`src/hw/rtl/tbn_pkg.sv`:
```
// ----------------------------------------------------------------------------
// tbn_pkg: shared types and role logic for the tournament barrier node
// Holds sizes, codes, command and role types, and the per-round role function.
// ----------------------------------------------------------------------------
`default_nettype none

package tbn_pkg;

    localparam int MAX_NODES   = 64;
    localparam int ROUND_COUNT = 7;
    localparam int RANK_W      = 6;
    localparam int COUNT_W     = 7;
    localparam int ROUND_W     = $clog2(ROUND_COUNT + 1);
    localparam int PW          = COUNT_W + 1;
    localparam int QUEUE_DEPTH = 2;
    localparam int QPTR_W      = $clog2(QUEUE_DEPTH);
    localparam int QCNT_W      = $clog2(QUEUE_DEPTH + 1);

    localparam logic OP_ENTER     = 1'b0;
    localparam logic OP_MESSAGE   = 1'b1;
    localparam logic KIND_SEND    = 1'b0;
    localparam logic KIND_RELEASE = 1'b1;
    localparam logic CFG_NODE_COUNT = 1'b0;
    localparam logic CFG_MY_RANK    = 1'b1;

    typedef enum logic [2:0] {
        ROLE_WINNER,
        ROLE_LOSER,
        ROLE_CHAMPION,
        ROLE_BYE,
        ROLE_UNUSED
    } role_t;

    typedef enum logic [1:0] {
        PH_IDLE,
        PH_WAIT_IN,
        PH_WAIT_WAKE
    } phase_t;

    typedef enum logic [1:0] {
        BK_IDLE,
        BK_CLIMB,
        BK_WAKE
    } bk_state_t;

    typedef struct packed {
        role_t               role;
        logic [RANK_W-1:0]   opp;
    } role_info_t;

    typedef struct packed {
        logic                op;
        logic [ROUND_W-1:0]  round;
    } cmd_t;

    function automatic logic [COUNT_W-1:0] eff_nodes(input logic [COUNT_W-1:0] n);
        logic [COUNT_W-1:0] r;
        if (n == '0)
            r = COUNT_W'(1);
        else if (n > COUNT_W'(MAX_NODES))
            r = COUNT_W'(MAX_NODES);
        else
            r = n;
        return r;
    endfunction

    function automatic role_info_t role_of(input logic [ROUND_W-1:0] k,
                                           input logic [COUNT_W-1:0] n,
                                           input logic [RANK_W-1:0]  i);
        logic [PW-1:0] p;
        logic [PW-1:0] h;
        logic [PW-1:0] iw;
        logic [PW-1:0] nw;
        logic [PW-1:0] lo;
        logic [PW-1:0] sum;
        logic [PW-1:0] diff;
        role_info_t    r;
        p    = PW'(1) << k;
        h    = p >> 1;
        iw   = PW'(i);
        nw   = PW'(n);
        lo   = iw & (p - PW'(1));
        sum  = iw + h;
        diff = iw - h;
        r.role = ROLE_UNUSED;
        r.opp  = '0;
        if (lo == '0 && sum < nw && p < nw) begin
            r.role = ROLE_WINNER;
            r.opp  = sum[RANK_W-1:0];
        end else if (lo == '0 && sum >= nw) begin
            r.role = ROLE_BYE;
        end else if (lo == h) begin
            r.role = ROLE_LOSER;
            r.opp  = diff[RANK_W-1:0];
        end else if (i == '0 && p >= nw) begin
            r.role = ROLE_CHAMPION;
            r.opp  = h[RANK_W-1:0];
        end
        return r;
    endfunction

endpackage

`default_nettype wire

```
`src/hw/rtl/tbn_front.sv`:
```
// ----------------------------------------------------------------------------
// tbn_front: input acceptance and classification
// Accepts items, finds the round of a peer message and queues a command.
// ----------------------------------------------------------------------------
`default_nettype none

module tbn_front (
    input  wire logic                         in_valid,
    output logic                              in_stall,
    input  wire logic                         operation,
    input  wire logic [tbn_pkg::RANK_W-1:0]   source_rank,
    input  wire logic [tbn_pkg::COUNT_W-1:0]  node_count,
    input  wire logic [tbn_pkg::RANK_W-1:0]   my_rank,
    input  wire logic                         q_full,
    output logic                              q_push,
    output tbn_pkg::cmd_t                     q_cmd
);

    logic [tbn_pkg::COUNT_W-1:0] n_eff;
    logic                        hit;
    logic [tbn_pkg::ROUND_W-1:0] hit_round;
    tbn_pkg::role_info_t         ri;

    assign n_eff = tbn_pkg::eff_nodes(node_count);

    // first round whose opponent sent the message
    always_comb
    begin
        hit       = 1'b0;
        hit_round = '0;
        ri        = '{role: tbn_pkg::ROLE_UNUSED, opp: '0};
        for (int k = 1; k < tbn_pkg::ROUND_COUNT; k++)
        begin
            ri = tbn_pkg::role_of(tbn_pkg::ROUND_W'(k), n_eff, my_rank);
            if (!hit && ri.opp == source_rank &&
                (ri.role == tbn_pkg::ROLE_WINNER || ri.role == tbn_pkg::ROLE_LOSER ||
                 ri.role == tbn_pkg::ROLE_CHAMPION))
            begin
                hit       = 1'b1;
                hit_round = tbn_pkg::ROUND_W'(k);
            end
        end
    end

    assign in_stall    = q_full;
    assign q_push      = in_valid && !q_full && (operation == tbn_pkg::OP_ENTER || hit);
    assign q_cmd.op    = operation;
    assign q_cmd.round = hit_round;

endmodule

`default_nettype wire

```
`src/hw/rtl/tbn_queue.sv`:
```
// ----------------------------------------------------------------------------
// tbn_queue: command queue between front and back
// Small first-in first-out buffer of classified commands.
// ----------------------------------------------------------------------------
`default_nettype none

module tbn_queue (
    input  wire logic           clk,
    input  wire logic           rst_n,
    input  wire logic           push,
    input  wire tbn_pkg::cmd_t  push_cmd,
    input  wire logic           pop,
    output tbn_pkg::cmd_t       head_cmd,
    output logic                not_empty,
    output logic                full
);

    tbn_pkg::cmd_t                  entry_reg [tbn_pkg::QUEUE_DEPTH];
    logic [tbn_pkg::QPTR_W-1:0]     wr_ptr_reg;
    logic [tbn_pkg::QPTR_W-1:0]     wr_ptr_next;
    logic [tbn_pkg::QPTR_W-1:0]     rd_ptr_reg;
    logic [tbn_pkg::QPTR_W-1:0]     rd_ptr_next;
    logic [tbn_pkg::QCNT_W-1:0]     count_reg;
    logic [tbn_pkg::QCNT_W-1:0]     count_next;

    assign not_empty = count_reg != '0;
    assign full      = count_reg == tbn_pkg::QCNT_W'(tbn_pkg::QUEUE_DEPTH);
    assign head_cmd  = entry_reg[rd_ptr_reg];

    always_comb
    begin
        wr_ptr_next = wr_ptr_reg;
        rd_ptr_next = rd_ptr_reg;
        count_next  = count_reg;
        if (push)
            wr_ptr_next = (wr_ptr_reg == tbn_pkg::QPTR_W'(tbn_pkg::QUEUE_DEPTH - 1)) ?
                          '0 : wr_ptr_reg + tbn_pkg::QPTR_W'(1);
        if (pop)
            rd_ptr_next = (rd_ptr_reg == tbn_pkg::QPTR_W'(tbn_pkg::QUEUE_DEPTH - 1)) ?
                          '0 : rd_ptr_reg + tbn_pkg::QPTR_W'(1);
        if (push && !pop)
            count_next = count_reg + tbn_pkg::QCNT_W'(1);
        else if (pop && !push)
            count_next = count_reg - tbn_pkg::QCNT_W'(1);
    end

    always_ff @(posedge clk or negedge rst_n)
    begin
        if (!rst_n)
        begin
            wr_ptr_reg <= '0;
            rd_ptr_reg <= '0;
            count_reg  <= '0;
        end
        else
        begin
            wr_ptr_reg <= wr_ptr_next;
            rd_ptr_reg <= rd_ptr_next;
            count_reg  <= count_next;
        end
    end

    always_ff @(posedge clk)
    begin
        if (push)
            entry_reg[wr_ptr_reg] <= push_cmd;
    end

endmodule

`default_nettype wire

```
`src/hw/rtl/tbn_back.sv`:
```
// ----------------------------------------------------------------------------
// tbn_back: barrier walk sequencer
// Runs the arrival climb and the wake-up walk, one round per cycle while the
// output is not stalled, and holds the barrier state and the result register.
// ----------------------------------------------------------------------------
`default_nettype none

module tbn_back (
    input  wire logic                         clk,
    input  wire logic                         rst_n,
    input  wire logic [tbn_pkg::COUNT_W-1:0]  node_count,
    input  wire logic [tbn_pkg::RANK_W-1:0]   my_rank,
    input  wire tbn_pkg::cmd_t                q_cmd,
    input  wire logic                         q_valid,
    output logic                              q_pop,
    output logic                              out_valid,
    input  wire logic                         out_stall,
    output logic                              kind,
    output logic [tbn_pkg::RANK_W-1:0]        dest_rank,
    output logic                              sense_value,
    output logic                              last
);

    tbn_pkg::bk_state_t            st_reg;
    tbn_pkg::bk_state_t            st_next;
    logic [tbn_pkg::ROUND_W-1:0]   k_reg;
    logic [tbn_pkg::ROUND_W-1:0]   k_next;
    tbn_pkg::phase_t               phase_reg;
    tbn_pkg::phase_t               phase_next;
    logic [tbn_pkg::ROUND_W-1:0]   cur_reg;
    logic [tbn_pkg::ROUND_W-1:0]   cur_next;
    logic                          sense_reg;
    logic                          sense_next;
    logic [tbn_pkg::ROUND_COUNT-1:0] arrived_reg;
    logic [tbn_pkg::ROUND_COUNT-1:0] arrived_next;
    logic                          out_valid_reg;
    logic                          kind_reg;
    logic [tbn_pkg::RANK_W-1:0]    dest_reg;
    logic                          sense_out_reg;
    logic                          last_reg;

    logic                          adv;
    logic                          emit;
    logic                          e_kind;
    logic [tbn_pkg::RANK_W-1:0]    e_dest;
    logic                          e_last;
    logic [tbn_pkg::COUNT_W-1:0]   n_eff;
    logic                          lone;
    logic                          climb_end;
    logic                          arr_k;
    logic                          consume;
    logic [tbn_pkg::ROUND_W-1:0]   k_dn;
    tbn_pkg::role_info_t           k_role;
    tbn_pkg::role_info_t           dn_role;
    tbn_pkg::role_info_t           q_role;

    assign adv       = !out_valid_reg || !out_stall;
    assign n_eff     = tbn_pkg::eff_nodes(node_count);
    assign lone      = n_eff == tbn_pkg::COUNT_W'(1) || tbn_pkg::COUNT_W'(my_rank) >= n_eff;
    assign climb_end = k_reg >= tbn_pkg::ROUND_W'(tbn_pkg::ROUND_COUNT);
    assign arr_k     = climb_end ? 1'b0 : arrived_reg[k_reg];
    assign k_dn      = k_reg - tbn_pkg::ROUND_W'(1);
    assign k_role    = tbn_pkg::role_of(k_reg, n_eff, my_rank);
    assign dn_role   = tbn_pkg::role_of(k_dn, n_eff, my_rank);
    assign q_role    = tbn_pkg::role_of(q_cmd.round, n_eff, my_rank);
    assign consume   = phase_reg != tbn_pkg::PH_IDLE && q_cmd.round == cur_reg;
    assign q_pop     = adv && st_reg == tbn_pkg::BK_IDLE && q_valid;

    // next state
    always_comb
    begin
        st_next = st_reg;
        k_next  = k_reg;
        if (adv)
        begin
            unique case (st_reg)
                tbn_pkg::BK_IDLE:
                begin
                    if (q_valid)
                    begin
                        if (q_cmd.op == tbn_pkg::OP_ENTER)
                        begin
                            if (phase_reg == tbn_pkg::PH_IDLE)
                            begin
                                if (lone)
                                begin
                                    st_next = tbn_pkg::BK_WAKE;
                                    k_next  = '0;
                                end
                                else
                                begin
                                    st_next = tbn_pkg::BK_CLIMB;
                                    k_next  = tbn_pkg::ROUND_W'(1);
                                end
                            end
                        end
                        else if (consume)
                        begin
                            if (phase_reg == tbn_pkg::PH_WAIT_WAKE ||
                                q_role.role == tbn_pkg::ROLE_CHAMPION)
                            begin
                                st_next = tbn_pkg::BK_WAKE;
                                k_next  = q_cmd.round;
                            end
                            else
                            begin
                                st_next = tbn_pkg::BK_CLIMB;
                                k_next  = q_cmd.round + tbn_pkg::ROUND_W'(1);
                            end
                        end
                    end
                end
                tbn_pkg::BK_CLIMB:
                begin
                    if (climb_end)
                        st_next = tbn_pkg::BK_WAKE;
                    else
                    begin
                        unique case (k_role.role)
                            tbn_pkg::ROLE_WINNER:
                            begin
                                if (arr_k)
                                    k_next = k_reg + tbn_pkg::ROUND_W'(1);
                                else
                                    st_next = tbn_pkg::BK_IDLE;
                            end
                            tbn_pkg::ROLE_LOSER, tbn_pkg::ROLE_CHAMPION:
                                st_next = arr_k ? tbn_pkg::BK_WAKE : tbn_pkg::BK_IDLE;
                            default:
                                k_next = k_reg + tbn_pkg::ROUND_W'(1);
                        endcase
                    end
                end
                tbn_pkg::BK_WAKE:
                begin
                    if (k_reg > tbn_pkg::ROUND_W'(1))
                        k_next = k_dn;
                    else
                        st_next = tbn_pkg::BK_IDLE;
                end
                default:
                    st_next = tbn_pkg::BK_IDLE;
            endcase
        end
    end

    // results and barrier state
    always_comb
    begin
        emit         = 1'b0;
        e_kind       = tbn_pkg::KIND_SEND;
        e_dest       = '0;
        e_last       = 1'b0;
        phase_next   = phase_reg;
        cur_next     = cur_reg;
        sense_next   = sense_reg;
        arrived_next = arrived_reg;
        if (adv)
        begin
            unique case (st_reg)
                tbn_pkg::BK_IDLE:
                begin
                    if (q_valid && q_cmd.op == tbn_pkg::OP_MESSAGE)
                    begin
                        arrived_next[q_cmd.round] = !consume;
                        if (consume && phase_reg != tbn_pkg::PH_WAIT_WAKE &&
                            q_role.role == tbn_pkg::ROLE_CHAMPION)
                        begin
                            emit   = 1'b1;
                            e_dest = q_role.opp;
                        end
                    end
                end
                tbn_pkg::BK_CLIMB:
                begin
                    if (!climb_end)
                    begin
                        unique case (k_role.role)
                            tbn_pkg::ROLE_WINNER:
                            begin
                                if (arr_k)
                                    arrived_next[k_reg] = 1'b0;
                                else
                                begin
                                    phase_next = tbn_pkg::PH_WAIT_IN;
                                    cur_next   = k_reg;
                                end
                            end
                            tbn_pkg::ROLE_LOSER:
                            begin
                                emit   = 1'b1;
                                e_dest = k_role.opp;
                                if (arr_k)
                                    arrived_next[k_reg] = 1'b0;
                                else
                                begin
                                    e_last     = 1'b1;
                                    phase_next = tbn_pkg::PH_WAIT_WAKE;
                                    cur_next   = k_reg;
                                end
                            end
                            tbn_pkg::ROLE_CHAMPION:
                            begin
                                if (arr_k)
                                begin
                                    arrived_next[k_reg] = 1'b0;
                                    emit   = 1'b1;
                                    e_dest = k_role.opp;
                                end
                                else
                                begin
                                    phase_next = tbn_pkg::PH_WAIT_IN;
                                    cur_next   = k_reg;
                                end
                            end
                            default:
                                emit = 1'b0;
                        endcase
                    end
                end
                tbn_pkg::BK_WAKE:
                begin
                    if (k_reg > tbn_pkg::ROUND_W'(1))
                    begin
                        if (dn_role.role == tbn_pkg::ROLE_WINNER)
                        begin
                            emit   = 1'b1;
                            e_dest = dn_role.opp;
                        end
                    end
                    else
                    begin
                        emit       = 1'b1;
                        e_kind     = tbn_pkg::KIND_RELEASE;
                        e_last     = 1'b1;
                        sense_next = !sense_reg;
                        phase_next = tbn_pkg::PH_IDLE;
                        cur_next   = '0;
                    end
                end
                default:
                    emit = 1'b0;
            endcase
        end
    end

    always_ff @(posedge clk or negedge rst_n)
    begin
        if (!rst_n)
        begin
            st_reg        <= tbn_pkg::BK_IDLE;
            k_reg         <= '0;
            phase_reg     <= tbn_pkg::PH_IDLE;
            cur_reg       <= '0;
            sense_reg     <= 1'b0;
            arrived_reg   <= '0;
            out_valid_reg <= 1'b0;
        end
        else
        begin
            st_reg      <= st_next;
            k_reg       <= k_next;
            phase_reg   <= phase_next;
            cur_reg     <= cur_next;
            sense_reg   <= sense_next;
            arrived_reg <= arrived_next;
            if (adv)
                out_valid_reg <= emit;
        end
    end

    always_ff @(posedge clk)
    begin
        if (adv && emit)
        begin
            kind_reg      <= e_kind;
            dest_reg      <= e_dest;
            sense_out_reg <= sense_reg;
            last_reg      <= e_last;
        end
    end

    assign out_valid   = out_valid_reg;
    assign kind        = kind_reg;
    assign dest_rank   = dest_reg;
    assign sense_value = sense_out_reg;
    assign last        = last_reg;

    a_release_last: assert property (@(posedge clk) disable iff (!rst_n)
        (out_valid_reg && kind_reg == tbn_pkg::KIND_RELEASE) |-> last_reg)
        else $error("release result not marked last");

    a_idle_round: assert property (@(posedge clk) disable iff (!rst_n)
        (phase_reg == tbn_pkg::PH_IDLE) |-> (cur_reg == '0))
        else $error("idle phase with a pending round");

    a_sense_toggle: assert property (@(posedge clk) disable iff (!rst_n)
        (adv && st_reg == tbn_pkg::BK_WAKE && k_reg <= tbn_pkg::ROUND_W'(1))
        |=> (sense_reg != $past(sense_reg)))
        else $error("sense not toggled on release");

    a_walk_holds_output: assert property (@(posedge clk) disable iff (!rst_n)
        (out_valid_reg && out_stall) |=> (st_reg == $past(st_reg) && k_reg == $past(k_reg)))
        else $error("walk advanced while result was stalled");

endmodule

`default_nettype wire

```
`src/hw/rtl/tournament_barrier_node_core.sv`:
```
// ----------------------------------------------------------------------------
// tournament_barrier_node_core: one participant of a tournament barrier
// Input channel (in_valid/in_stall): operation 0 enters the barrier,
// operation 1 delivers a peer message with its source_rank. Output channel
// (out_valid/out_stall): each transfer is a send to dest_rank or a release,
// with the episode's sense bit and last set on the final result of an item.
// Config port: cfg_we with cfg_index 0 = node_count, 1 = my_rank; write
// only while the block is idle.
// An accepted item goes into a two-entry command queue; the walk sequencer
// takes it once idle and visits one round per cycle while the output is not
// stalled, emitting at most one result per cycle into the output register.
// An item holds the sequencer to leave the queue, for a climb over up to six
// rounds and the top check and for a wake-up walk over up to six rounds and
// the release, and gives up to 7 results. The round walk sets the rate;
// items are handled one at a time. While out_stall holds a result the walk
// holds; in_stall rises once the queue fills.
// Reset: node_count 1, my_rank 0, sense 0, no arrivals held, queue empty.
// ----------------------------------------------------------------------------
`default_nettype none

module tournament_barrier_node_core (
    input  wire logic                         clk,
    input  wire logic                         rst_n,
    input  wire logic                         cfg_we,
    input  wire logic                         cfg_index,
    input  wire logic [tbn_pkg::COUNT_W-1:0]  cfg_data,
    input  wire logic                         in_valid,
    output logic                              in_stall,
    input  wire logic                         operation,
    input  wire logic [tbn_pkg::RANK_W-1:0]   source_rank,
    output logic                              out_valid,
    input  wire logic                         out_stall,
    output logic                              kind,
    output logic [tbn_pkg::RANK_W-1:0]        dest_rank,
    output logic                              sense_value,
    output logic                              last
);

    logic [tbn_pkg::COUNT_W-1:0] node_count_reg;
    logic [tbn_pkg::RANK_W-1:0]  my_rank_reg;
    logic                        q_push;
    logic                        q_pop;
    logic                        q_full;
    logic                        q_valid;
    tbn_pkg::cmd_t               push_cmd;
    tbn_pkg::cmd_t               head_cmd;

    always_ff @(posedge clk or negedge rst_n)
    begin
        if (!rst_n)
        begin
            node_count_reg <= tbn_pkg::COUNT_W'(1);
            my_rank_reg    <= '0;
        end
        else if (cfg_we)
        begin
            unique case (cfg_index)
                tbn_pkg::CFG_NODE_COUNT: node_count_reg <= cfg_data;
                tbn_pkg::CFG_MY_RANK:    my_rank_reg    <= cfg_data[tbn_pkg::RANK_W-1:0];
                default:                 my_rank_reg    <= my_rank_reg;
            endcase
        end
    end

    tbn_front u_front (
        .in_valid    (in_valid),
        .in_stall    (in_stall),
        .operation   (operation),
        .source_rank (source_rank),
        .node_count  (node_count_reg),
        .my_rank     (my_rank_reg),
        .q_full      (q_full),
        .q_push      (q_push),
        .q_cmd       (push_cmd)
    );

    tbn_queue u_queue (
        .clk       (clk),
        .rst_n     (rst_n),
        .push      (q_push),
        .push_cmd  (push_cmd),
        .pop       (q_pop),
        .head_cmd  (head_cmd),
        .not_empty (q_valid),
        .full      (q_full)
    );

    tbn_back u_back (
        .clk         (clk),
        .rst_n       (rst_n),
        .node_count  (node_count_reg),
        .my_rank     (my_rank_reg),
        .q_cmd       (head_cmd),
        .q_valid     (q_valid),
        .q_pop       (q_pop),
        .out_valid   (out_valid),
        .out_stall   (out_stall),
        .kind        (kind),
        .dest_rank   (dest_rank),
        .sense_value (sense_value),
        .last        (last)
    );

endmodule

`default_nettype wire

```
`config.mk`:
```
export PLATFORM = sky130hd
export DESIGN_NAME = tournament_barrier_node_core
export DESIGN_NICKNAME = d
export VERILOG_FILES = /design/src/hw/rtl/tbn_pkg.sv /design/src/hw/rtl/tbn_front.sv /design/src/hw/rtl/tbn_queue.sv /design/src/hw/rtl/tbn_back.sv /design/src/hw/rtl/tournament_barrier_node_core.sv
export SDC_FILE = /design/constraint.sdc
export NUM_CORES = 1
export LEC_CHECK = 0
export ABC_AREA = 1
export BUFFER_PORTS_ARGS = -buffer_cell sky130_fd_sc_hd__buf_2
export CAP_MARGIN = 20
export CORE_MARGIN = 2
export CORE_UTILIZATION = 56
export CTS_CLUSTER_DIAMETER = 30
export DETAILED_ROUTE_END_ITERATION = 8
export PLACE_DENSITY = 0.73
export SYNTH_ARGS = -nofsm -noshare
export SYNTH_HDL_FRONTEND = slang
export SYNTH_SLANG_ARGS = --single-unit
```
`constraint.sdc`:
```
create_clock -name clk -period 7.1 [get_ports clk]
set_input_delay 0.355 -clock clk [delete_from_list [all_inputs] [get_ports clk]]
set_output_delay 0.355 -clock clk [all_outputs]
set_load 0.05 [all_outputs]
```
Word level (Yosys, flattened, before mapping)
Memories as Yosys holds them, arrays and structs flattened.
Cells that the tools add are included.

storage, ports and cells
  output and inout port bits = 11
  input port bits = 20
  memories kept = 1
  RAM bits = 8
  logic and storage cells = 413
  register bits = 45

operators by class
  order comparisons = 44
  eq/ne operators = 53
  shift operators = 3
  reduce and logical (&&, ||, !) cells = 127
  add/sub/neg operators = 28
  bitwise gates (word level) = 8
  multiplexer cells = 133

memories
  memory             words  width  read ports  clocked after memory_dff  write ports  line             source
  u_queue.entry_reg  2      4      1           0                         1            tbn_queue.sv:18  tbn_pkg::cmd_t entry_reg [tbn_pkg::QUEUE_DEPTH];

operators with widths
  operator                                                               count
  9-bit 2-to-1 mux                                                       27
  8-bit by 7-bit greater-or-equal comparator with 1-bit output           12
  8-bit by 7-bit less-than comparator with 1-bit output                  12
  6-bit 2-to-1 mux                                                       15
  8-bit logical NOT                                                      9
  3-bit 2-to-1 mux                                                       24
  1-bit logical AND                                                      60
  7-bit 2-to-1 mux                                                       6
  6-bit equality test                                                    6
  2-bit 2-to-1 mux                                                       17
  1-bit 2-to-1 mux                                                       27
  6-bit by 7-bit adder with 8-bit output                                 3
  6-bit by 8-bit bitwise AND with 8-bit output                           3
  3-bit by 2-bit equality test with 1-bit output, second input constant  8
  8-bit by 7-bit equality test with 1-bit output                         3
  3-bit logical NOT                                                      8
  1-bit by 3-bit left shift with 8-bit output, first input constant      3
  8-bit by 1-bit subtractor with 8-bit output, second input constant     3
  3-bit by 1-bit equality test with 1-bit output, second input constant  7
  6-bit one-hot mux with 3 select lines                                  1
  6-bit subtractor                                                       3
  1-bit logical OR                                                       16
  2-bit inequality test, second input constant                           7
  7-bit one-hot mux with 2 select lines                                  1
  73 further kinds                                                       115

Longest topological paths before layout
Gate-level depths: netlist (run 1).

  depth in word-level cells = 40
  gate-level depth with buffers = 33
  gate-level depth less buffers = 32

Hierarchy
A second synthesis (run 1) with hierarchy kept.

second synthesis, totals
  cells, all modules = 1483
  area total of the unflattened synthesis = 9741.8 sq um

modules (own cells, without submodules)
  module                        sequential area each (sq um)  cells an instance  area each (sq um)  times used
  tbn_back                      745.7                         848                5669.2             1
  tbn_front                     0.0                           541                3057.9             1
  tournament_barrier_node_core  326.6                         57                 523.0              1
  tbn_queue                     340.3                         37                 491.7              1

Worst setup path before layout (run 1)
Ideal clock, no wire load.

  path type = flip-flop to flip-flop
  from = register u_queue.rd_ptr_reg
  to = register u_back.dest_reg (netlist bit u_back.dest_rank[0]) (enable)
  period minus slack after synthesis = 4.338 ns
  arrival time = 4.009 ns
  library setup time = 0.329 ns
  data required time = 6.771 ns
  setup slack = 2.762 ns
  buffers on the path = 0
  cell stages (with the launch flop) = 28
  cell sequence = dfrtp_1 inv_2 or2_2 o21ai_2 inv_1 ha_1 ha_1 inv_1 ha_1 nor2_1 nand2_1 nand2_1 a21oi_1 o21ai_0 xnor2_1 inv_1 ha_1 nand2_1 o21ai_0 nand2_1 and3_1 nand4_4 nand2_1 nor2_1 nand2_2 nand3b_1 nand2_1 inv_1

on the way
  cells in the longest elaborated chain, start to end = 15
  elaborated cells on any way between the ends = 30
  those cells by class = add/sub (2); order compare (4); eq/ne (3); shift (1); mux (8); bitwise (1); reduce/logical (10); memory (1)

RTL lines
  what                                                                             line             source
  start, declared                                                                  tbn_queue.sv:21  logic [tbn_pkg::QPTR_W-1:0] rd_ptr_reg;
  start signal, assigned                                                           tbn_queue.sv:58  rd_ptr_reg <= rd_ptr_next;
  memory 2 x 4 bit (*)                                                             --
  branches (longest 10 deep; another with 6-bit by 7-bit adder with 8-bit output)  --
  1-bit 2-to-1 mux (*)                                                             tbn_back.sv:163  if (q_valid && q_cmd.op == tbn_pkg::OP_MESSAGE)
  1-bit one-hot mux with 3 select lines (*)                                        tbn_back.sv:160  unique case (st_reg)
  1-bit 2-to-1 mux (*)                                                             tbn_back.sv:158  if (adv)
  net u_back.emit                                                                  tbn_back.sv:43   logic emit;
  1-bit logical AND (*)                                                            tbn_back.sv:274  if (adv && emit)
  end signal, assigned                                                             tbn_back.sv:277  dest_reg <= e_dest;
  end, declared                                                                    tbn_back.sv:38   logic [tbn_pkg::RANK_W-1:0] dest_reg;

Mark *: on every way through the listed nets, which the timed path passes.
A chain may end at the register's enable or synchronous reset.

Worst setup path after layout (run 1)
  from = register u_back.k_reg[0] (netlist name)
  to = register u_back.kind_reg, in the netlist u_back.kind (enable)

on the way
  cells in the longest elaborated chain, start to end = 14
  elaborated cells on any way between the ends = 53
  those cells by class = add/sub (5); order compare (10); eq/ne (4); shift (2); mux (18); bitwise (2); reduce/logical (12)

RTL lines
  what                                                                             line             source
  start, declared                                                                  tbn_back.sv:26   logic [tbn_pkg::ROUND_W-1:0] k_reg;
  start signal, assigned                                                           tbn_back.sv:262  k_reg <= k_next;
  branches (longest 11 deep; another with 6-bit by 7-bit adder with 8-bit output)  --
  1-bit one-hot mux with 3 select lines (*)                                        tbn_back.sv:160
  1-bit 2-to-1 mux (*)                                                             tbn_back.sv:158
  net u_back.emit                                                                  tbn_back.sv:43
  1-bit logical AND (*)                                                            tbn_back.sv:274
  end signal, assigned                                                             tbn_back.sv:276  kind_reg <= e_kind;
  end, declared                                                                    tbn_back.sv:37   logic kind_reg;

Mark *: on every way through the listed nets, which the timed path passes. The select of a mux whose other input is x is not followed.

==> run_results.csv, run 1 <==
group,metric,value,unit
status,status,"completed",
sta,slew_headroom,28.6,%
sta,finalSetupViolCount,0,
power,p_per_area,360,nW/um2
sta,final.period_utilization,72.7,%
die,fp.dieArea,16900,um2
sta,finalHoldViolations,0,
drt,drtIter0Drc,724,
final_layout,drive_gt1_share,7.14,%
sta,slew_viol_final,0,
placement,placed_area,9230,um2
final_layout,final_area,9390,um2
final_layout,nets,1563,
final_layout,syn_to_final_growth,5.80,%
yosys,yosysWarnings,0,
yosys,ys_ff_latch,53,
yosys,ys_seq_area_share,15.9,%
min_path,hp-class,"primary input to asynchronous set/reset pin",
clocking,root_buffer,"clkbuf_16",
worst_setup_path,max_stage_delay,600,ps
worst_setup_path,cp_num_buf_inv,5,
worst_setup_path,crit_required,7120,ps
drt,drt_first_pass_iters,5,
yosys,syn_area,8870,um2
yosys,ys_async_sr_fraction,67.9,%
sta,grt_setup_unrepaired,"false",
global_routing,grt-ovfl-total,0,
clocking,clockBufferDepth,2,
die,die_y,130,um
worst_setup_path,path_class,"register to register",
yosys,synth-main-ff-cell,"dfrtp_1",
yosys,synth_top_area_share,21.6,%
drt,vias,8911,
placement,dp_hpwl,20500,um
final_layout,antenna_cells,0,
sta,period_needed,5160,ps
yosys,ys_types,58,
die,io-pin-count,31,
clocking,clock_latency,300,ps
final_layout,final_util,59.7,%
clocking,cts_setup_buffers,0,
die,die_w,130,um
die,rows,46,
worst_setup_path,r2r_slack,1940,ps
sta,worstMarginPinSlew,1060,ps
clocking,h-tree-depth,2,
drt,routed_wl,25800,um
worst_setup_path,path_common_cell,"inv_1",
clocking,cts_hold_buf,0,
worst_setup_path,startpoint_type,"register",
clocking,cts_tree,"built",
worst_setup_path,crit_family,"simple AND/OR/NAND/NOR gates",
drt,drc_errors,0,
sta,fmax,194,MHz
final_layout,largest_reg_flops,8,
global_routing,track_usage,30.9,%
placement,gp_congestion,0.981,
clocking,clock_sinks,53,
global_routing,grt_start_max_net_pins,37,
power,vdd_drop_max,0.174,mV
power,p_leak,5.13,nW
die,start_util,56.5,%
global_routing,grt_pass1_vias,8149,
placement,io_buffers,30,
global_routing,grt_first_pass_wirelength,41300,um
yosys,synth_enable_flop_cells,17,
drt,viasPerCell,5.56,
worst_setup_path,crit_arrival,5180,ps
sta,fin_tns_setup,0,ps
clocking,cts.repair.resized,0,
clocking,cts.reportedPaths.clkPinSlew,70,ps
clocking,cts_made_buffers,5,
drt,detail-route-antenna-nets,0,
power,total_power,3.38,mW
yosys,synth_nets,1543,
sta,skew,6.30,ps
worst_setup_path,crit_chain,"ha_1 -> ha_1 -> inv_1 -> ha_1 -> inv_1 -> a21oi_1 -> nand2_1 -> a21oi_1 -> o21ai_0 -> xnor2_1 -> inv_1 -> ha_1 -> a21oi_1 -> nand2_1 -> nand2_1 -> nand3b_1 -> nor2_1 -> inv_1 -> o211ai_1 -> nor2_4 -> nand3b_1 -> nand2_1 -> inv_1",
yosys,syn_inst,1365,
worst_setup_path,cp_max_fo,13,
worst_setup_path,endpoint_kind,"register",
run,drv_cap,0,
worst_setup_path,cp_num_cells,23,
worst_setup_path,crit_slowest_cell,"dfrtp_1",
global_routing,grt_antenna_before_repair,0,
worst_setup_path,reg2regPathDepth,23,
die,core_region_area,15700,um2
yosys,synth_area_per_cell,6.50,um2
yosys,yosysTopAreaCell,"ha_1",
yosys,synth_top_cells_by_area,"ha_1 22%, nand2_1 15%, dfrtp_1 9.9%, inv_1 8.0%, nand3_1 6.0%",
drt,wl_per_cell,16.1,um
==> where the power goes <==
group / internal (mW) / total (mW) / switching (mW)
logic: 0.889 / 2.61 / 1.72
registers: 0.409 / 0.507 / 0.0987
clock network: 0.151 / 0.264 / 0.112
==> layout make-up <==
| type | instances | area [um2] |
|---|---|---|
| multi-input cells | 1088 | 6590 |
| clock buffers | 6 | 150 |
| well taps | 216 | 270 |
| inverters | 201 | 762 |
| fillers | 1583 | 6320 |
| clock inverters | 2 | 11.3 |
| flip-flops and latches | 53 | 1410 |
| repair buffers | 36 | 195 |
==> final timing paths <==
path / from / end
worst min-delay path: rst_n / u_back.phase_reg[0]
worst max-delay path: u_back.k_reg[0] / u_back.kind
max in group asynchronous: rst_n / node_count_reg[5]
worst max register to register: u_back.k_reg[0] / u_back.kind
min in group clk: operation / u_queue.entry_reg[1][3]
worst min register to register: u_back.sense_reg / u_back.sense_reg
==> worst register-to-register path: stages, from the launching register on <==
cell      delay [ps]
dfrtp_1          600
ha_1             270
ha_1             220
inv_1            110
ha_1             440
inv_1             90
a21oi_1          150
nand2_1          110
a21oi_1          150
o21ai_0          110
xnor2_1          250
inv_1             80
ha_1             330
a21oi_1          150
nand2_1           70
nand2_1           50
nand3b_1         100
nor2_1           600
inv_1            280
o211ai_1         230
nor2_4            90
nand3b_1         170
nand2_1           80
inv_1            150
==> per-layer routing <==
metal	vias to the layer above	GRT usage [%]	part of all wire [%]
met3	43	3.69	6.4
met5	-	0	0
met4	0	10.6	2.9
met2	349	50.3	45
li1	4519	-	-
met1	4000	42.7	45
==> cell usage in the layout, fill, tap and decap left out, types with 3 or more instances in the layout <==
| cell | netlist | final |
|---|---|---|
| a21boi_0 | 3 | 3 |
| a21o_1 | 10 | 10 |
| a21oi_1 | 80 | 80 |
| a31oi_1 | 6 | 6 |
| a32oi_1 | 7 | 7 |
| buf_2 | 6 | 30 |
| buf_4 | 1 | 6 |
| clkbuf_16 | 0 | 6 |
| dfrtp_1 | 35 | 35 |
| edfxtp_1 | 17 | 17 |
| fa_1 | 5 | 5 |
| ha_1 | 153 | 153 |
| inv_1 | 189 | 189 |
| inv_2 | 10 | 10 |
| nand2_1 | 348 | 348 |
| nand2_2 | 16 | 16 |
| nand3_1 | 107 | 107 |
| nand3_2 | 6 | 6 |
| nand3b_1 | 9 | 9 |
| nand4_1 | 13 | 13 |
| nor2_1 | 120 | 120 |
| nor2_2 | 5 | 5 |
| nor3_1 | 17 | 17 |
| nor3b_1 | 3 | 3 |
| o2111ai_1 | 4 | 4 |
| o211ai_1 | 7 | 7 |
| o21ai_0 | 80 | 80 |
| o21ai_1 | 10 | 10 |
| o21ai_2 | 3 | 3 |
| o21bai_1 | 7 | 7 |
| o221ai_1 | 3 | 3 |
| or2_1 | 3 | 3 |
| or2_2 | 3 | 3 |
| xnor2_1 | 12 | 12 |
| xor2_1 | 25 | 25 |
==> synth_stat cells, types with 6 or more instances <==
| cell type | n |
|---|---|
| nand2_1 | 348 |
| inv_1 | 189 |
| ha_1 | 153 |
| nor2_1 | 120 |
| nand3_1 | 107 |
| a21oi_1 | 80 |
| o21ai_0 | 80 |
| dfrtp_1 | 35 |
| xor2_1 | 25 |
| edfxtp_1 | 17 |
| nor3_1 | 17 |
| nand2_2 | 16 |
| clkbuf_1 | 13 |
| nand4_1 | 13 |
| xnor2_1 | 12 |
| a21o_1 | 10 |
| inv_2 | 10 |
| o21ai_1 | 10 |
| nand3b_1 | 9 |
| a32oi_1 | 7 |
| o211ai_1 | 7 |
| o21bai_1 | 7 |
| a31oi_1 | 6 |
| buf_2 | 6 |
| nand3_2 | 6 |
==> through the flow <==
stage	instances	setup WS, ps	hold WS, ps
global placement	1594	2250	456
CTS	1602	1990	189
floorplan	1365	2760	59.4
finish	1602	1940	150
detailed placement	1594	2060	457
global route	1602	1380	222
==> kinds of logic after synthesis <==
family,share of synthesized area [%]
flops,15.9
buf+inv,9.86
fa+ha+maj,22.7
compound gates,14.9
simple gates,33.0
xor+xnor,3.65
(Power assumes the default switching activity.)
==> run 2, diff against run 1 <==
==> constraint.sdc (replaced) <==
create_clock -name clk -period 5.3 [get_ports clk]
set_input_delay 0.265 -clock clk [delete_from_list [all_inputs] [get_ports clk]]
set_output_delay 0.265 -clock clk [all_outputs]
set_load 0.05 [all_outputs]
==> run 2 against run 1 <==
Against the previous run:
- sequential share of layout area fell by 0.12 points
- critical path depth rose by 4
- critical endpoint is now u_back.sense_value
- via count grew 0.55%
- core utilization up 0.49 points
- clock skew decreased by 1.7 ps
- global-route usage is 0.59 points lower
- critical path type unchanged
- die area is the same
- largest cell class unchanged
- design area increased by 0.81%
- register-to-register slack lost 1400 ps
- combinational power is 34% higher
==> run_results.csv, run 2 (same netlist as run 1, synthesis figures left out) <==
group,metric,value,unit
sta,grt_setup_unrepaired,"false",
sta,finalWorstSetupSlack,528,ps
worst_setup_path,startpoint_type,"register",
die,die_w,130,um
drt,routed_wl,25500,um
clocking,h-tree-depth,2,
clocking,clock_latency,290,ps
drt,wl_per_cell,15.8,um
final_layout,antenna_cells,0,
sta,final.period_utilization,90.0,%
placement,dp_slack,487,ps
final_layout,seq_area,1410,um2
sta,worstMarginPinSlew,1080,ps
die,rows,46,
drt,vias,8960,
power,vdd_drop_max,0.260,mV
sta,hold-worst-slack,67.8,ps
die,fp.dieArea,16900,um2
global_routing,track_usage,30.4,%
worst_setup_path,reg2regPathDepth,27,
clocking,root_buffer,"clkbuf_16",
final_layout,layout_common_cells,"348 x nand2_1, 188 x inv_1, 153 x ha_1",
drt,viasPerCell,5.55,
drt,drtIter0Drc,807,
worst_setup_path,cp_max_fo,10,
sta,fin_tns_setup,0,ps
run,drv_cap,0,
final_layout,final_cells,1614,
final_layout,drive_gt1_share,8.01,%
clocking,clock_sinks,53,
sta,fmax,210,MHz
drt,detail-route-antenna-nets,0,
placement,gp_congestion,0.973,
power,p_per_area,476,nW/um2
final_layout,largest_reg_flops,8,
worst_setup_path,endpoint_kind,"register",
die,die_y,130,um
clocking,cts_hold_buf,0,
sta,finalSetupViolCount,0,
global_routing,grt_first_pass_wirelength,40800,um
die,start_util,56.5,%
final_layout,nets,1575,
min_path,hp-class,"primary input to asynchronous set/reset pin",
clocking,cts.reportedPaths.clkPinSlew,70,ps
global_routing,grt_pass1_vias,8105,
clocking,cts.repair.resized,0,
sta,slew_headroom,27.1,%
final_layout,final_common_cell,"nand2_1",
clocking,cts_tree,"built",
drt,drt_first_pass_iters,6,
worst_setup_path,path_class,"register to register",
clocking,cts_made_buffers,5,
worst_setup_path,crit_slowest_cell,"dfrtp_1",
final_layout,fill_cells,1539,
die,core_region_area,15700,um2
drt,drc_errors,0,
power,total_power,4.50,mW
placement,dp_hpwl,20600,um
sta,finalHoldViolations,0,
worst_setup_path,crit_required,5310,ps
sta,skew,4.58,ps
die,io-pin-count,31,
status,status,"completed",
power,p_leak,5.17,nW
sta,period_needed,4770,ps
worst_setup_path,crit_arrival,4790,ps
global_routing,grt_antenna_before_repair,0,
worst_setup_path,max_stage_delay,430,ps
placement,dp.cells,1606,
clocking,clockBufferDepth,2,
global_routing,grt-ovfl-total,0,
final_layout,multiInputGateArea,6590,um2
sta,slew_viol_final,0,
global_routing,grt_start_max_net_pins,37,
final_layout,syn_to_final_growth,6.66,%
placement,io_buffers,30,
clocking,cts_setup_buffers,0,
-- run 2: cell count changes in the layout (fill, tap and decap cells not counted) --
| cell | delta |
|---|---|
| buf_4 | +12 |
| clkinv_1 | -1 |
| clkbuf_16 | -1 |
| clkbuf_1 | +1 |
| clkinvlp_4 | +2 |
| inv_1 | -1 |
-- run 2: critical path: cells and delay by family (launching register included) --
kind / cells / cell delay, ps
xor gates and xnor gates: 1 / 150
AOI/OAI and AO/OA: 6 / 720
DFF: 1 / 430
adders and majority gates: 4 / 1080
and+or+nand+nor: 10 / 1300
buffers and inverters: 6 / 780
-- run 2: metal layers --
layer  GRT usage, %  vias to the layer above  wire length [um]
met1           41.5                     4086             11800
li1               -                     4536                 -
met4           6.07                        0               509
met3           3.85                       44              1510
met5              0                        -                 0
met2           51.7                      294             11700
-- run 2: stage by stage --
stage	instance area, um2	utilization (%)
6_report	9460	60.2
3_3_place_gp	9320	59.3
3_5_place_dp	9320	59.3
4_1_cts	9460	60.2
5_1_grt	9460	60.2
2_1_floorplan	8870	-
-- run 2: cell type report --
class | instances | area share [%]
sequential | 53 | 14.9
clock buffer | 6 | 1.36
tap | 216 | 2.86
timing repair buffer | 48 | 3.01
clock inverter | 2 | 0.159
inverter | 201 | 8.09
multi-input combinational | 1088 | 69.6
-- run 2: final timing paths --
| check | start | end | slack [ps] |
|---|---|---|---|
| worst min register to register | u_back.sense_reg | u_back.sense_reg | 470 |
| worst min-delay path | rst_n | u_back.st_reg[1] | 70 |
| worst max register to register | u_queue.rd_ptr_reg | u_back.sense_value | 530 |
| min in group clk | operation | u_queue.entry_reg[0][3] | 190 |
| worst max-delay path | u_queue.rd_ptr_reg | u_back.sense_value | 530 |
| max in group asynchronous | rst_n | my_rank_reg[2] | 4700 |
-- run 2: where the power goes --
group,switching [mW],leakage [nW],internal (mW)
Combinational,2.30,4.50,1.22
Clock,0.145,0.0631,0.175
Sequential,0.119,0.608,0.548
==> run 3, diff against run 2 <==
--- a/config.mk
+++ b/config.mk
@@ -5,7 +5,6 @@
 export SDC_FILE = /design/constraint.sdc
 export NUM_CORES = 1
 export LEC_CHECK = 0
-export ABC_AREA = 1
 export BUFFER_PORTS_ARGS = -buffer_cell sky130_fd_sc_hd__buf_2
 export CAP_MARGIN = 20
 export CORE_MARGIN = 2
@@ -13,6 +12,7 @@
 export CTS_CLUSTER_DIAMETER = 30
 export DETAILED_ROUTE_END_ITERATION = 8
 export PLACE_DENSITY = 0.73
+export SETUP_SLACK_MARGIN = 0.4
 export SYNTH_ARGS = -nofsm -noshare
 export SYNTH_HDL_FRONTEND = slang
 export SYNTH_SLANG_ARGS = --single-unit
==> run 3 against run 2 <==
Against the previous run:
- count of clock-buffer cells in the layout down 1
- design area up 5.3%
- total power up 6.1%
- sequential cell count unchanged
- critical path type unchanged
- critical endpoint is now u_back.dest_rank[1]
- largest power group unchanged
- highest routed layer unchanged
==> run_results.csv, run 3 <==
group,metric,value,unit
global_routing,grt-ovfl-total,0,
sta,skew,8.87,ps
sta,hold-worst-slack,48.8,ps
worst_setup_path,crit_required,5450,ps
yosys,post-synth-top-count-cell,"ha_1",
sta,grt_setup_unrepaired,"true",
yosys,synth_enable_flop_cells,17,
yosys,syn_area,8980,um2
yosys,ys_seq_area_share,15.7,%
final_layout,final_common_cell,"ha_1",
final_layout,drive_gt1_share,14.6,%
clocking,clock_latency,310,ps
sta,finalHoldViolations,0,
yosys,synth_top_area_share,21.3,%
yosys,yosysTopAreaCell,"ha_1",
min_path,hp-class,"primary input to asynchronous set/reset pin",
clocking,cts.reportedPaths.clkPinSlew,80,ps
worst_setup_path,reg2regPathDepth,20,
clocking,cts_tree,"built",
sta,period_needed,4740,ps
yosys,synth_top_cells_by_area,"ha_1 21%, dfrtp_1 9.7%, edfxtp_1 5.7%, xnor2_1 4.4%, nand2_1 3.9%",
final_layout,antenna_cells,0,
placement,dp_slack,186,ps
die,fp.dieArea,17100,um2
sta,finalWorstSetupSlack,561,ps
global_routing,track_usage,33.2,%
worst_setup_path,cp_max_fo,11,
worst_setup_path,path_class,"register to register",
global_routing,grt_pass1_vias,8277,
drt,drtIter0Drc,711,
sta,fmax,211,MHz
status,status,"completed",
yosys,synth-main-ff-cell,"dfrtp_1",
placement,io_buffers,30,
power,power.internal,2.22,mW
clocking,clockBufferDepth,2,
worst_setup_path,crit_chain,"buf_4 -> ha_1 -> nand2_1 -> inv_2 -> ha_1 -> fa_1 -> a21oi_1 -> nor2_1 -> nor2_1 -> o21bai_1 -> a21oi_1 -> xnor2_1 -> ha_1 -> a2111oi_1 -> a21oi_1 -> or3_1 -> o21a_2 -> nor3b_1 -> a222oi_1 -> a21oi_1",
drt,vias,8950,
final_layout,nets,1341,
clocking,cts_made_buffers,5,
drt,drc_errors,0,
worst_setup_path,path_common_cell,"a21oi_1",
die,core_region_area,15800,um2
power,p_per_area,479,nW/um2
drt,wl_per_cell,20.2,um
run,drv_cap,0,
global_routing,grt_antenna_before_repair,0,
placement,placed_area,9580,um2
yosys,synth_area_per_cell,8.07,um2
yosys,ys_types,85,
worst_setup_path,crit_slowest_cell,"nor3b_1",
yosys,ys_async_sr_fraction,67.9,%
worst_setup_path,crit_arrival,4890,ps
final_layout,syn_to_final_growth,10.9,%
sta,worstMarginPinSlew,863,ps
placement,dp_hpwl,21800,um
power,total_power,4.78,mW
final_layout,final_area,9960,um2
clocking,root_buffer,"clkbuf_16",
power,p_comb_share,78.2,%
worst_setup_path,cp_num_cells,20,
sta,slew_viol_final,0,
sta,slew_headroom,42.1,%
placement,gp_congestion,1.02,
drt,routed_wl,27900,um
yosys,ys_ff_latch,53,
worst_setup_path,endpoint_kind,"register",
final_layout,layout_common_cells,"149 x ha_1, 92 x nand2_1, 81 x nor2_1",
sta,final.period_utilization,89.4,%
power,p_sw,2.55,mW
final_layout,final_util,63.2,%
worst_setup_path,max_stage_delay,460,ps
sta,finalSetupViolCount,0,
die,io-pin-count,31,
global_routing,grt_start_max_net_pins,37,
yosys,ys_top_cells_by_count,"153 x ha_1, 93 x nand2_1, 84 x nor2_1",
power,power_frac_clock,7.5,%
worst_setup_path,cp_num_buf_inv,2,
sta,fin_tns_setup,0,ps
yosys,synth_nets,1291,
clocking,h-tree-depth,2,
drt,detail-route-antenna-nets,0,
yosys,yosysWarnings,0,
clocking,clock_sinks,53,
die,die_y,131,um
power,vdd_drop_max,0.229,mV
placement,dp.cells,1363,
power,swShare,53.4,%
die,rows,46,
drt,viasPerCell,6.49,
die,die_w,131,um
worst_setup_path,crit_family,"compound AO/OA/AOI/OAI gates",
yosys,syn_inst,1113,
power,seqPwrFrac,14.4,%
final_layout,largest_reg_flops,8,
worst_setup_path,startpoint_type,"register",
global_routing,grt_first_pass_wirelength,44000,um
drt,drt_first_pass_iters,5,
die,start_util,57.0,%
power,p_leak,4.31,nW
final_layout,final_cells,1380,
==> run 3: changes by cell type after synthesis, sizes merged, moves of 18 or more <==
cell,change
nor2b,+26
inv,-137
nand3,-78
o21ai,-25
o21a,+18
mux2,+23
xnor2,+33
nor2,-43
nand2,-273
==> run 3: worst reg2reg max path, stage by stage (launching register included) <==
cell	delay, ps
dfrtp_1	410
buf_4	200
ha_1	220
nand2_1	120
inv_2	80
ha_1	210
fa_1	400
a21oi_1	140
nor2_1	50
nor2_1	160
o21bai_1	80
a21oi_1	170
xnor2_1	90
ha_1	230
a2111oi_1	350
a21oi_1	130
or3_1	420
o21a_2	300
nor3b_1	460
a222oi_1	190
a21oi_1	170
==> run 3: power by group through the flow <==
stage	logic, mW	registers, mW	clock network, mW
4_1_cts	3.47	0.682	0.361
2_1_floorplan	2.50	0.749	0
6_report	3.73	0.685	0.356
3_5_place_dp	3.44	0.690	0
5_1_grt	4.10	0.703	0.375
3_3_place_gp	3.42	0.686	0
==> run 3: cells by family (layout without fill, tap and decap cells) <==
family / after synthesis / after routing / share of synthesized area (%)
and+or+nand+nor: 367 / 367 / 20.6
xor gates and xnor gates: 73 / 73 / 7.42
DFF: 53 / 53 / 15.7
buffers and inverters: 108 / 159 / 4.85
muxes: 37 / 37 / 5.00
adders and majority gates: 158 / 158 / 22.4
AOI/OAI and AO/OA: 317 / 317 / 24.0
==> run 3: worst paths after layout <==
| path | from | to | slack (ps) |
|---|---|---|---|
| max | u_back.k_reg[0] | u_back.dest_rank[1] | 560 |
| min | rst_n | u_back.sense_reg | 50 |
| max reg2reg | u_back.k_reg[0] | u_back.dest_rank[1] | 560 |
| min reg2reg | u_back.sense_reg | u_back.sense_reg | 480 |
| max in group asynchronous | rst_n | my_rank_reg[3] | 4660 |
| min in group clk | cfg_data[6] | node_count_reg[6] | 180 |
==> run 3: layer usage <==
metal,vias up,share of wire (%),global-route usage [%]
li1,4226,-,-
met2,443,46,54.7
met5,-,0,0
met1,4182,41,43.8
met3,99,8.4,5.33
met4,0,4.4,12.4
==> run 3: area by class of cell <==
type | count | area [um2]
multi-input cells | 952 | 7300
fillers | 1410 | 5810
flip-flops and latches | 53 | 1420
repair buffers | 86 | 583
well taps | 216 | 270
inverters | 65 | 246
clock buffers | 5 | 125
clock inverters | 3 | 28.8
==> run 3: what timing repair did <==
| action | in CTS | in global routing |
|---|---|---|
| hold buffers | 0 | 0 |
| buffers inserted | 0 | 9 |
| pin swaps | 0 | 6 |
| resized for setup | 3 | 36 |
| endpoints found under the hold margin | 0 | 0 |
| setup endpoints to repair | 9 | 43 |
